===== src/hdl/gsa_pkg.sv =====
package gsa_pkg;

    // Table geometry
    localparam int SLOTS   = 256;
    localparam int IDX_W   = 8;
    localparam int CNT_W   = 9;
    localparam int GEN_W   = 16;
    localparam int DATA_W  = 16;
    localparam int ACT_W   = 3;
    localparam int QDEPTH  = 2;

    // Action codes
    localparam logic [ACT_W-1:0] ACT_CREATE = 3'd0;
    localparam logic [ACT_W-1:0] ACT_GET    = 3'd1;
    localparam logic [ACT_W-1:0] ACT_REMOVE = 3'd2;
    localparam logic [ACT_W-1:0] ACT_CHECK  = 3'd3;
    localparam logic [ACT_W-1:0] ACT_CLEAR  = 3'd4;

    // One queued command
    typedef struct packed {
        logic [ACT_W-1:0]  action;
        logic [DATA_W-1:0] definition_id;
        logic [DATA_W-1:0] stack_amount;
        logic [IDX_W-1:0]  handle_index;
        logic [GEN_W-1:0]  handle_generation;
        logic              handle_present;
    } cmd_t;

    // Queue to executor handshake
    typedef struct packed {
        logic valid;
        cmd_t cmd;
    } cmd_port_t;

    // Slot table word
    typedef struct packed {
        logic              occupied;
        logic [GEN_W-1:0]  generation;
        logic [DATA_W-1:0] definition;
        logic [DATA_W-1:0] stack;
    } slot_word_t;

    // Free list entry: index plus the generation it will be reissued with
    typedef struct packed {
        logic [IDX_W-1:0] index;
        logic [GEN_W-1:0] generation;
    } free_entry_t;

endpackage


===== src/hdl/gsa_front.sv =====
// Command intake: two-entry queue in front of the executor.
module gsa_front
(
    input  logic              clk,
    input  logic              rst_n,
    input  logic              push,
    input  gsa_pkg::cmd_t     push_cmd,
    output logic              full,
    output gsa_pkg::cmd_port_t head,
    input  logic              pop
);

    gsa_pkg::cmd_t entry_reg [gsa_pkg::QDEPTH];

    logic       wr_ptr_reg, wr_ptr_next;
    logic       rd_ptr_reg, rd_ptr_next;
    logic [1:0] count_reg, count_next;

    logic do_push, do_pop;

    assign full    = (count_reg == 2'(gsa_pkg::QDEPTH));
    assign do_push = push && !full;
    assign do_pop  = pop && (count_reg != 2'd0);

    assign head.valid = (count_reg != 2'd0);
    assign head.cmd   = entry_reg[rd_ptr_reg];

    // Pointer and fill update
    always_comb
    begin
        wr_ptr_next = wr_ptr_reg;
        rd_ptr_next = rd_ptr_reg;
        count_next  = count_reg;
        if (do_push)
        begin
            wr_ptr_next = ~wr_ptr_reg;
        end
        if (do_pop)
        begin
            rd_ptr_next = ~rd_ptr_reg;
        end
        if (do_push && !do_pop)
        begin
            count_next = count_reg + 2'd1;
        end
        else if (do_pop && !do_push)
        begin
            count_next = count_reg - 2'd1;
        end
    end

    always_ff @(posedge clk or negedge rst_n)
    begin
        if (!rst_n)
        begin
            wr_ptr_reg <= 1'b0;
            rd_ptr_reg <= 1'b0;
            count_reg  <= 2'd0;
        end
        else
        begin
            wr_ptr_reg <= wr_ptr_next;
            rd_ptr_reg <= rd_ptr_next;
            count_reg  <= count_next;
        end
    end

    // Payload storage
    always_ff @(posedge clk)
    begin
        if (do_push)
        begin
            entry_reg[wr_ptr_reg] <= push_cmd;
        end
    end

endmodule


===== config.mk =====
export PLATFORM = sky130hd
export DESIGN_NAME = gsa_front
export DESIGN_NICKNAME = d
export VERILOG_FILES = /design/src/hdl/gsa_pkg.sv /design/src/hdl/gsa_front.sv
export SDC_FILE = /design/constraint.sdc
export NUM_CORES = 1
export LEC_CHECK = 0
export ABC_CLOCK_PERIOD_IN_PS = 7000
export BUFFER_PORTS_ARGS = -buffer_cell sky130_fd_sc_hd__buf_2
export CAP_MARGIN = 20
export CORE_ASPECT_RATIO = 1.25
export CORE_MARGIN = 10
export CORE_UTILIZATION = 39
export CTS_CLUSTER_SIZE = 8
export DETAILED_ROUTE_END_ITERATION = 8
export GPL_ROUTABILITY_DRIVEN = 0
export HOLD_SLACK_MARGIN = 0.05
export SLEW_MARGIN = 20
export SYNTH_ARGS = -nofsm -noshare
export SYNTH_HDL_FRONTEND = slang
export SYNTH_SLANG_ARGS = --single-unit

===== constraint.sdc =====
create_clock -name clk -period 7 [get_ports clk]
set_input_delay 1.4 -clock clk [delete_from_list [all_inputs] [get_ports clk]]
set_output_delay 1.4 -clock clk [all_outputs]
set_load 0.02 [all_outputs]

==> impl_metrics.toml <==
[final_layout]
nets = 411
synthToLayoutAreaGrowth_pct = 28.1
largest_register_ffs = 120
drive_gt1_share_pct = 61.8
antenna_cells = 0

[critical_path]
crit_buf_inv = 2
worstSetupPathType = "flip-flop to output pin"
required_ns = 5.60
path_delay_family = "flip-flops"
end_kind = "output pin"
slowest_stage = "dfrtp_4"
critPathArrivalTime_ns = 2.01
crit_chain = "buf_16, mux2_4, buf_2"
startpoint_type = "flip-flop"
critical_path.max_stage_delay_ns = 0.77
crit_fanout = 35

[global_route]
grt_pass1_vias = 2633
grt_max_degree = 40
grt.total_usage_pct = 10.7
grt_pass1_wl_um = 13800
antenna_found_initial = 1
grt-ovfl-total = 0

[timing]
hold_viol = 0
skew_ns = 0.00772
post-route-period-util_pct = 48.8
setup_ws_ns = 3.59
relSlewSlack_pct = 54.9
setup_viol = 0
setup_tns_ns = 0
fin_crit_ns = 3.41
worst_pin_slew_ns = 0.675
grt_setup_unrepaired = "no"
slew_viol_final = 0
max_freq_mhz = 293

[route]
drtAntennaViolNets = 0
detail_route.vias_per_cell = 4.43
vias = 2318
firstDrtPassIters = 4
drt-total-wl_um = 9060
drc_errors = 0
post_drt_wl_per_cell_um = 17.3
drt_iter0_markers = 96

[job]
maxCapViolCount = 0

[power_and_ir_drop]
clkPwrFrac_pct = 30.1
leakagePower_nw = 2.51
p_int_mw = 2.00
swShare_pct = 30.9
power.density_nw_per_um2 = 467
p_seq_share_pct = 38.3
switchingPower_uw = 892
combPwrFrac_pct = 31.5
ir_drop_v = 0.000252

[die]
die_x_um = 120
ios = 126
die_h_um = 144
dieArea_um2 = 17300
start_util_pct = 39.7
num_rows = 45
core-area_um2 = 12200

[clock_network]
clk_transition_reported_paths_ns = 0.05
cts.repair.resized = 0
clock_path_buffers = 2
htree_num_levels = 4
cts_root_buffer = "clkbuf_16"
clock_sinks = 124
post_cts_buffers = 0
tritoncts = "yes"
numCtsBuffers = 17
insertion_delay_ns = 0.40
hold_buffers = 0

[logic_synthesis]
synth-main-ff-cell = "edfxtp_1"
ys_ff_latch = 124
yosysMostFrequentCell = "edfxtp_1"
synth.yosys.seq_area_share_pct = 76.7
yosysTopAreaCell = "edfxtp_1"
syn_area_um2 = 4830
ys_warn_count = 0
yosysUniqueCellTypes = 15
syn-num-nets = 271
synthArstFlopShare_pct = 3.23
synth_area_per_cell_um2 = 23.4
ys_top_cells_by_count = "120 x edfxtp_1, 59 x mux2_4, 6 x buf_12, 4 x dfrtp_1, 3 x xnor2_1"
synth_enable_flop_cells = 120
syn_inst = 206
synth_top_area_share_pct = 74.6
synth_area_leaders = "edfxtp_1 75%, mux2_4 18%, buf_12 2.5%"

[placement]
dp_hpwl_um = 6260
pre_cts_ws_ns = 3.79
port_buffers = 125

[run_status]
status = "finished, final reports clean"

[hold_path]
hp-class = "flip-flop to flip-flop"
cells by family (layout without fill, tap and decap cells):
logic type,after synthesis,after routing,share of synthesized area (%)
xor gates and xnor gates,5,5,0.907
and+or+nand+nor,7,7,0.700
adders and majority gates,1,1,0.259
buffers and inverters,9,162,2.88
DFF,124,124,76.7
muxes,60,60,18.6
power by group through the flow:
stage	logic [mW]	clock network (mW)	registers [mW]
final	0.911	0.871	1.11
after global routing	0.975	0.930	1.13
after CTS	0.939	0.894	1.11
after detailed placement	0.936	0	1.13
after global placement	0.872	0	1.17
after floorplan	0.771	0	1.08
area by class of cell:
class                           count  area (um2)
Fill cell                        1066        5980
Tap cell                          164         205
Clock inverter                     14         171
Sequential cell                   124        3710
Inverter                            2        7.51
Timing Repair Buffer              128         668
Multi-Input combinational cell     73         996
Clock buffer                       18         429
metal layers:
| metal | share of wire [%] | up-vias | track usage (%) | wire length (um) |
|---|---|---|---|---|
| li1 | - | 1093 | - | - |
| met1 | 38 | 1134 | 10.5 | 3430 |
| met2 | 54 | 77 | 18.6 | 4910 |
| met3 | 6.4 | 12 | 4.76 | 576 |
| met4 | 1.4 | 2 | 5.22 | 129 |
| met5 | 0.14 | - | 0 | 13 |
metrics by stage:
stage          power [mW]  area [um2]  cells  hold WS (ns)  util (%)
6_report             2.89        6180    523         0.497      50.9
5_1_grt              3.03        6180    523         0.523      50.9
4_1_cts              2.94        6180    523         0.505      50.9
3_5_place_dp         2.06        5580    491         0.497      45.9
3_3_place_gp         2.04        5560    490         0.475      45.7
2_1_floorplan        1.85        4830    206         0.456         -
cell usage in the layout, fill, tap and decap left out:
cell type     n
buf_2       125
edfxtp_1    120
mux2_4       59
clkbuf_16    17
clkinv_4      4
xnor2_1       3
clkinv_2      3
clkinvlp_4    3
bufinv_16     3
dfrtp_1       3
inv_1         2
nand2_1       2
xor2_1        2
buf_4         2
or2_1         1
nand2b_1      1
and3_2        1
nor2_4        1
nor2_1        1
mux2_2        1
ha_1          1
clkbuf_1      1
inv_6         1
buf_16        1
dfrtp_4       1
path summary, 6_finish.rpt:
| path | endpoint | depth (start not counted) | slack, ns | from |
|---|---|---|---|---|
| max | head[35] | 3 | 3.59 | rd_ptr_reg |
| min | count_reg[1] | 1 | 0.50 | count_reg[1] |
| max reg2reg | entry_reg[0][59] | 4 | 4.78 | count_reg[0] |
| min reg2reg | count_reg[1] | 1 | 0.50 | count_reg[1] |
| max in group asynchronous | rd_ptr_reg | 1 | 6.07 | rst_n |
| min in group asynchronous | count_reg[1] | 1 | 0.79 | rst_n |
Power figures use the tool's default switching activity.
